File: src/sv/assert_macros.svh
// ----------------------------------------------------------------------------
// Assertion macros
// Shared concurrent assertion forms, clocked on clk and disabled in reset.
// ----------------------------------------------------------------------------
`ifndef ASSERT_MACROS_SVH
`define ASSERT_MACROS_SVH

// Condition holds at every clock edge out of reset.
`define ASSERT_ALWAYS(lbl, cond, msg) \
  lbl: assert property (@(posedge clk) disable iff (!rst_n) (cond)) else $error(msg);

// Antecedent at one edge implies consequent at the next edge.
`define ASSERT_NEXT(lbl, ante, cons, msg) \
  lbl: assert property (@(posedge clk) disable iff (!rst_n) (ante) |=> (cons)) \
    else $error(msg);

`endif

File: src/sv/ils_pkg.sv
// ----------------------------------------------------------------------------
// Indexed list store package
// Item types, op and status codes, and cell control shared by the RTL.
// ----------------------------------------------------------------------------
package ils_pkg;

  localparam int CAPACITY_DEF   = 64;
  localparam int WORD_WIDTH_DEF = 32;
  localparam int POS_CMP_W      = 13;
  localparam int OUT_DATA_W     = 32;

  typedef enum logic [3:0] {
    OP_APPEND       = 4'd0,
    OP_PREPEND      = 4'd1,
    OP_INSERT_AT    = 4'd2,
    OP_REMOVE_FIRST = 4'd3,
    OP_REMOVE_LAST  = 4'd4,
    OP_REMOVE_AT    = 4'd5,
    OP_GET_AT       = 4'd6,
    OP_GET_FIRST    = 4'd7,
    OP_GET_LAST     = 4'd8,
    OP_SET_AT       = 4'd9
  } op_t;

  typedef enum logic [1:0] {
    ST_OK    = 2'd0,
    ST_RANGE = 2'd1,
    ST_FULL  = 2'd2
  } status_t;

  typedef struct packed {
    logic [3:0]         op;
    logic [6:0]         position;
    logic signed [31:0] data_in;
  } in_item_t;

  typedef struct packed {
    logic signed [31:0] data_out;
    logic [1:0]         status;
    logic [6:0]         count;
  } out_item_t;

  typedef struct packed {
    logic                 ins;
    logic                 rem;
    logic                 wr;
    logic [POS_CMP_W-1:0] pos;
  } cell_ctrl_t;

endpackage

File: src/sv/ils_cell.sv
// ----------------------------------------------------------------------------
// List cell
// Holds one word; shifts from its left or right neighbor on insert or remove.
// ----------------------------------------------------------------------------
module ils_cell #(
  parameter int IDX        = 0,
  parameter int WORD_WIDTH = ils_pkg::WORD_WIDTH_DEF
) (
  input  logic                   clk,
  input  ils_pkg::cell_ctrl_t    ctrl,
  input  logic [WORD_WIDTH-1:0]  din,
  input  logic [WORD_WIDTH-1:0]  left_word,
  input  logic [WORD_WIDTH-1:0]  right_word,
  output logic [WORD_WIDTH-1:0]  word,
  output logic [WORD_WIDTH-1:0]  rd_word
);

  localparam logic [ils_pkg::POS_CMP_W-1:0] IDX_C = ils_pkg::POS_CMP_W'(IDX);

  logic [WORD_WIDTH-1:0] word_r;
  logic [WORD_WIDTH-1:0] word_nxt;

  always_comb begin
    word_nxt = word_r;
    if (ctrl.ins) begin
      if (IDX_C > ctrl.pos) begin
        word_nxt = left_word;
      end else if (IDX_C == ctrl.pos) begin
        word_nxt = din;
      end
    end else if (ctrl.rem) begin
      if (IDX_C >= ctrl.pos) begin
        word_nxt = right_word;
      end
    end else if (ctrl.wr && (IDX_C == ctrl.pos)) begin
      word_nxt = din;
    end
  end

  always_ff @(posedge clk) begin
    word_r <= word_nxt;
  end

  assign word    = word_r;
  assign rd_word = (IDX_C == ctrl.pos) ? word_r : '0;

endmodule

File: config.mk
export PLATFORM = sky130hd
export DESIGN_NAME = ils_cell
export DESIGN_NICKNAME = d
export VERILOG_FILES = /design/src/sv/assert_macros.svh /design/src/sv/ils_pkg.sv /design/src/sv/ils_cell.sv
export SDC_FILE = /design/constraint.sdc
export NUM_CORES = 1
export LEC_CHECK = 0
export BUFFER_PORTS_ARGS = -buffer_cell sky130_fd_sc_hd__buf_2
export CAP_MARGIN = 10
export CORE_ASPECT_RATIO = 1.75
export CORE_UTILIZATION = 27
export CTS_CLUSTER_SIZE = 28
export DETAILED_ROUTE_END_ITERATION = 8
export PLACE_DENSITY = 0.71
export SLEW_MARGIN = 20
export SYNTH_ARGS = -nofsm -noshare
export SYNTH_HDL_FRONTEND = slang
export SYNTH_SLANG_ARGS = --single-unit
export TNS_END_PERCENT = 10
File: constraint.sdc
create_clock -name clk -period 1.67 [get_ports clk]
set_clock_uncertainty 0.2 [all_clocks]
set_input_delay 0.0835 -clock clk [delete_from_list [all_inputs] [get_ports clk]]
set_output_delay 0.0835 -clock clk [all_outputs]
set_load 0.05 [all_outputs]
==> impl_metrics.py, run 1 <==
metrics = {
    "logic_synthesis": {
        "synth_top_area_frac": 0.584,
        "syn-num-nets": 223,
        "synthArstFlopShare": 0,
        "netlist_instances": 110,
        "synth_cell_type_count": 14,
        "synth_edf_count": 32,
        "synth_mux_area_frac": 0.219,
        "synth_area_um2": 1650,
        "yosysSeqAreaShare": 0.584,
        "synth_top_area_cell": "edfxtp_1",
        "synth_ff_type": "edfxtp_1",
        "synth-adder-area-share": 0,
        "synth.most_common_cell": "edfxtp_1",
        "synth-compound-area-share": 0.00608,
        "syn_area_per_cell_um2": 15.0,
        "synth_top_family_by_area": "multiplexers",
        "synthSimpleGateAreaFrac": 0.154,
        "yosys.area_share.xor_xnor": 0,
        "ys_top_cells_by_area": "edfxtp_1, mux2_2, and2_1",
        "yosys_warnings": 0,
        "yosys-top-cells-count": "edfxtp_1, mux2_2, and2_1, and2_2",
        "synth_seq_cells": 32,
    },
    "global_routing": {
        "grt_pass1_vias": 1883,
        "grt_max_degree": 23,
        "antenna_found_initial": 0,
        "gr-total-overflow": 0,
        "grtUsageMet3": 0.0270,
        "grtUsageTotal": 0.177,
        "grt_first_pass_wirelength_mm": 8.25,
        "grtUsageMet2": 0.334,
        "grt_use_met1": 0.162,
        "busiest_layer": "met2",
    },
    "clock_tree": {
        "htreeDepth": 2,
        "clock-sinks": 32,
        "tritoncts": "done",
        "clk_pin_slew_worst_paths_ns": 0.06,
        "cts_post_setup_buffers_inserted": 0,
        "cts_max_path_buffers": 2,
        "cts_buffers": 5,
        "root_buffer": "clkbuf_8",
    },
    "routing": {
        "routed_wl_mm": 5.74,
        "vias": 1759,
        "antenna_left": 0,
        "dr.pass1.iters": 4,
        "vias_per_cell": 4.36,
        "drt_iter0_markers": 35,
        "wire_per_inst_um": 14.2,
        "drc_errors": 0,
    },
    "power_and_ir_drop": {
        "power_density_nw_per_um2": 540,
        "ir_worst_vdd_v": 0.000475,
        "leakagePower_nw": 1.50,
        "total_power_mw": 1.76,
    },
    "placed_design": {
        "gpl.final_weighted_congestion": 0.680,
        "portBuffers": 144,
        "place_hpwl_mm": 3.49,
        "dpl.cell_count": 331,
        "dp_slack_ns": 0.0382,
    },
    "worst_setup_path": {
        "endpoint_kind": "primary output",
        "critical_path_class": "input pin to primary output",
        "cp.required_ns": 1.39,
        "cp_max_fo": 22,
        "cp-start-kind": "input pin",
        "critPathArrivalTime_ns": 1.30,
    },
    "floorplanning": {
        "die_x_um": 61.0,
        "core_um2": 5880,
        "die_h_um": 105,
        "dieArea_um2": 6430,
        "std_cell_rows": 37,
        "initial_core_util": 0.280,
        "io_pins": 177,
    },
    "sta": {
        "whs_ns": 0.109,
        "hold_violations": 0,
        "finalSetupTns_ns": 0,
        "setup_viol": 0,
        "tightest_slew_ns": 0.269,
        "slew_viol_final": 0,
        "setup_slack_ns": 0.0840,
        "final.min_clock_period_ns": 1.59,
        "rsz0062_at_grt": "false",
        "max-slew-margin-rel": 0.822,
        "max_clock_freq_mhz": 631,
        "post-route-period-util": 0.950,
    },
    "cells_and_area": {
        "diodes": 0,
        "fin_cells": 403,
        "n_fill_cell": 499,
        "largest_reg_flops": 32,
        "area_growth_pct": 98.3,
        "drive_gt1_frac": 0.625,
        "fin_nets": 437,
    },
    "hold_path": {
        "worstHoldEndpoint": "word[31]$_DFFE_PP_",
        "holdCritPathClass": "input pin to flop",
        "hp-start": "ctrl[13]",
        "whs_path_depth": 3,
    },
    "job": {
        "cap_violations": 0,
    },
    "run_status": {
        "run_status": "finished, final reports clean",
    },
}
## layout make-up
class	count	area [um2]	area share
clock buffers	5	68.8	0.0211
clock inverters	3	13.8	0.00421
multi-input cells	71	646	0.198
flip-flops and latches	32	961	0.294
well taps	78	97.6	0.0299
repair buffers	214	1480	0.453
## layout by cell type (no fill, tap or decap), types with 2 or more instances in the layout
| master | n |
|---|---|
| and2_2 | 12 |
| buf_2 | 135 |
| dlygate4sd3_1 | 64 |
| edfxtp_1 | 32 |
| mux2_2 | 30 |
| buf_12 | 4 |
| and2_1 | 20 |
| clkbuf_4 | 9 |
| clkbuf_8 | 5 |
| clkinv_2 | 2 |
| mux2_1 | 2 |
| buf_4 | 2 |
## what timing repair did
action / in CTS / in global routing
hold buffers: 64 / 0
resized for setup: 0 / 10
setup endpoints to repair: 0 / 30
endpoints found under the hold margin: 32 / 0
## layer usage
layer | routed length [um] | vias up
met3 | 322 | 14
li1 | - | 826
met5 | 0 | -
met4 | 193 | 0
met2 | 3260 | 100
met1 | 1970 | 819
## report_power, final
group / internal, mW / switching [mW] / leakage (nW)
logic: 0.226 / 0.0906 / 1.17
registers: 0.889 / 0.0000563 / 0.287
clock network: 0.282 / 0.276 / 0.0453
## kinds of logic (layout without fill, tap and decap cells)
group           count (synthesis)  count (layout)
simple gates                   38              38
compound gates                  1               1
buf+inv                         7             222
flops                          32              32
mux                            32              32
## stage by stage
stage,instance area [um2],utilization
3_3_place_gp,2510,0.428
5_1_grt,3270,0.555
4_1_cts,3240,0.551
2_1_floorplan,1650,-
6_report,3270,0.555
3_5_place_dp,2510,0.428
## critical path, cell delays in order
cell and delay, ns:
buf_2 0.09, nor4_1 0.27, and4_4 0.30, buf_12 0.15, and2_2 0.15, buf_2 0.25
## worst max path at each step
stage	from	cells after the start	slack (ns)	endpoint
2_1_floorplan	ctrl[12]	4	0.06	word[0]$_DFFE_PP_
3_3_place_gp	ctrl[12]	5	0.08	word[14]$_DFFE_PP_
3_5_place_dp	ctrl[12]	5	0.04	word[20]$_DFFE_PP_
4_1_cts	ctrl[5]	6	0.03	rd_word[29]
5_1_grt	ctrl[12]	6	0.003	rd_word[12]
6_report	ctrl[12]	6	0.08	rd_word[25]
(Power assumes the default switching activity.)
==> run 2, diff against run 1 <==
--- a/config.mk
+++ b/config.mk
@@ -12,7 +12,8 @@
 export CTS_CLUSTER_SIZE = 28
 export DETAILED_ROUTE_END_ITERATION = 8
 export PLACE_DENSITY = 0.71
-export SLEW_MARGIN = 20
+export REMOVE_ABC_BUFFERS = 1
+export SLEW_MARGIN = 25
 export SYNTH_ARGS = -nofsm -noshare
 export SYNTH_HDL_FRONTEND = slang
 export SYNTH_SLANG_ARGS = --single-unit
==> constraint.sdc (replaced) <==
create_clock -name clk -period 1.35 [get_ports clk]
set_clock_uncertainty 0.2 [all_clocks]
set_input_delay 0.0675 -clock clk [delete_from_list [all_inputs] [get_ports clk]]
set_output_delay 0.0675 -clock clk [all_outputs]
set_load 0.05 [all_outputs]
==> run 2 against run 1 <==
The flow now finishes with violations (setup timing). Die area is the same. Sequential cell count unchanged. Sequential share of layout area decreased by 2.6 points. Non-clock buffer count rose by 2. Critical path type unchanged. Critical endpoint is now rd_word[18]. Largest power group unchanged.
==> impl_metrics.py, run 2 (same netlist as run 1, synthesis figures left out) <==
metrics = {
    "run_status": {
        "run_status": "finished, violations left",
        "violations": "setup timing",
    },
    "power_and_ir_drop": {
        "power_density_nw_per_um2": 668,
        "ir_worst_vdd_v": 0.000511,
        "leakagePower_nw": 1.58,
    },
    "clock_tree": {
        "cts_post_setup_buffers_inserted": 0,
        "clock-sinks": 32,
        "cts_max_path_buffers": 2,
        "tritoncts": "done",
        "root_buffer": "clkbuf_8",
        "clk_pin_slew_worst_paths_ns": 0.06,
        "cts_buffers": 5,
        "htreeDepth": 2,
    },
    "sta": {
        "whs_ns": 0.130,
        "tightest_slew_ns": 0.256,
        "final.min_clock_period_ns": 1.47,
        "rsz0062_at_grt": "true",
        "setup_slack_ns": -0.117,
        "max_clock_freq_mhz": 682,
        "setup_viol": 31,
        "slew_viol_final": 0,
        "hold_violations": 0,
        "max-slew-margin-rel": 0.830,
        "post-route-period-util": 1.09,
    },
    "cells_and_area": {
        "area_growth_pct": 117,
        "fin_cells": 405,
        "regArea_um2": 961,
        "largest_reg_flops": 32,
        "fin_nets": 439,
        "multi_input_area_um2": 672,
        "layout_common_cells": "buf_2, dlygate4sd3_1, edfxtp_1",
        "n_fill_cell": 436,
        "drive_gt1_frac": 0.648,
        "fin_util": 0.609,
        "diodes": 0,
        "final_common_cell": "buf_2",
    },
    "routing": {
        "vias": 1738,
        "drc_errors": 0,
        "vias_per_cell": 4.29,
        "wire_per_inst_um": 15.1,
        "drt_iter0_markers": 59,
        "antenna_left": 0,
        "dr.pass1.iters": 4,
        "routed_wl_mm": 6.11,
    },
    "worst_setup_path": {
        "critical_path_class": "input pin to primary output",
        "cp.required_ns": 1.08,
        "cp_max_fo": 18,
        "critPathArrivalTime_ns": 1.20,
        "endpoint_kind": "primary output",
        "cp-start-kind": "input pin",
    },
    "placed_design": {
        "place_hpwl_mm": 3.60,
        "portBuffers": 144,
        "dpl.cell_count": 333,
        "gpl.final_weighted_congestion": 0.740,
    },
    "hold_path": {
        "holdCritPathClass": "input pin to flop",
    },
    "global_routing": {
        "grtUsageTotal": 0.189,
        "antenna_found_initial": 0,
        "grt_pass1_vias": 1921,
        "gr-total-overflow": 0,
        "grt_max_degree": 22,
        "grt_first_pass_wirelength_mm": 8.84,
    },
    "floorplanning": {
        "dieArea_um2": 6430,
        "die_x_um": 61.0,
        "std_cell_rows": 37,
        "initial_core_util": 0.280,
        "core_um2": 5880,
        "io_pins": 177,
        "die_h_um": 105,
    },
    "job": {
        "cap_violations": 0,
    },
}
## run 2: changes by cell type in the layout (fill, tap and decap cells not counted), sizes merged
cell / change
buf: +11
clkbuf: -9
bufinv: +1
clkinv: -1
## run 2: final cells by class
class	count	area share
repair buffers	216	0.487
flip-flops and latches	32	0.269
multi-input cells	71	0.188
well taps	78	0.0273
clock buffers	5	0.0192
clock inverters	3	0.0105
## run 2: critical path, stage by stage
cell	delay [ns]
buf_6	0.09
nor4_2	0.27
and4_4	0.30
buf_12	0.14
and2_1	0.16
buf_6	0.16
## run 2: per-layer routing
layer | routed length (um) | track usage | vias to the layer above
met4 | 119 | 0.0682 | 0
met1 | 2140 | 0.182 | 793
li1 | - | - | 828
met5 | 0 | 0 | -
met2 | 3490 | 0.370 | 108
met3 | 355 | 0.0307 | 9
## run 2: metrics by stage
step	setup TNS, ns	area [um2]	worst slack (ns)	power, mW
3_5_place_dp	-15.93	2510	-0.289	1.36
3_3_place_gp	-14.25	2510	-0.270	1.36
6_report	-2.90	3580	-0.117	2.39
4_1_cts	-2.78	3510	-0.115	2.40
5_1_grt	-5.68	3580	-0.181	2.49
2_1_floorplan	-49.41	1590	-1.05	1.22
## run 2: final timing paths
check	to	startpoint	cells after the start	slack (ns)
max	rd_word[18]	ctrl[5]	6	-0.12
min	word[30]$_DFFE_PP_	ctrl[13]	3	0.13
## run 2: power breakdown
part | internal (mW) | switching (mW)
clock | 0.537 | 0.342
sequential | 1.10 | 0.0000827
combinational | 0.294 | 0.117
## run 2: what timing repair did
action | CTS | global route
gates resized for setup | 75 | 19
hold endpoints to repair | 32 | 0
setup endpoints to repair | 32 | 42
hold buffers | 64 | 0
pin swaps | 3 | 4
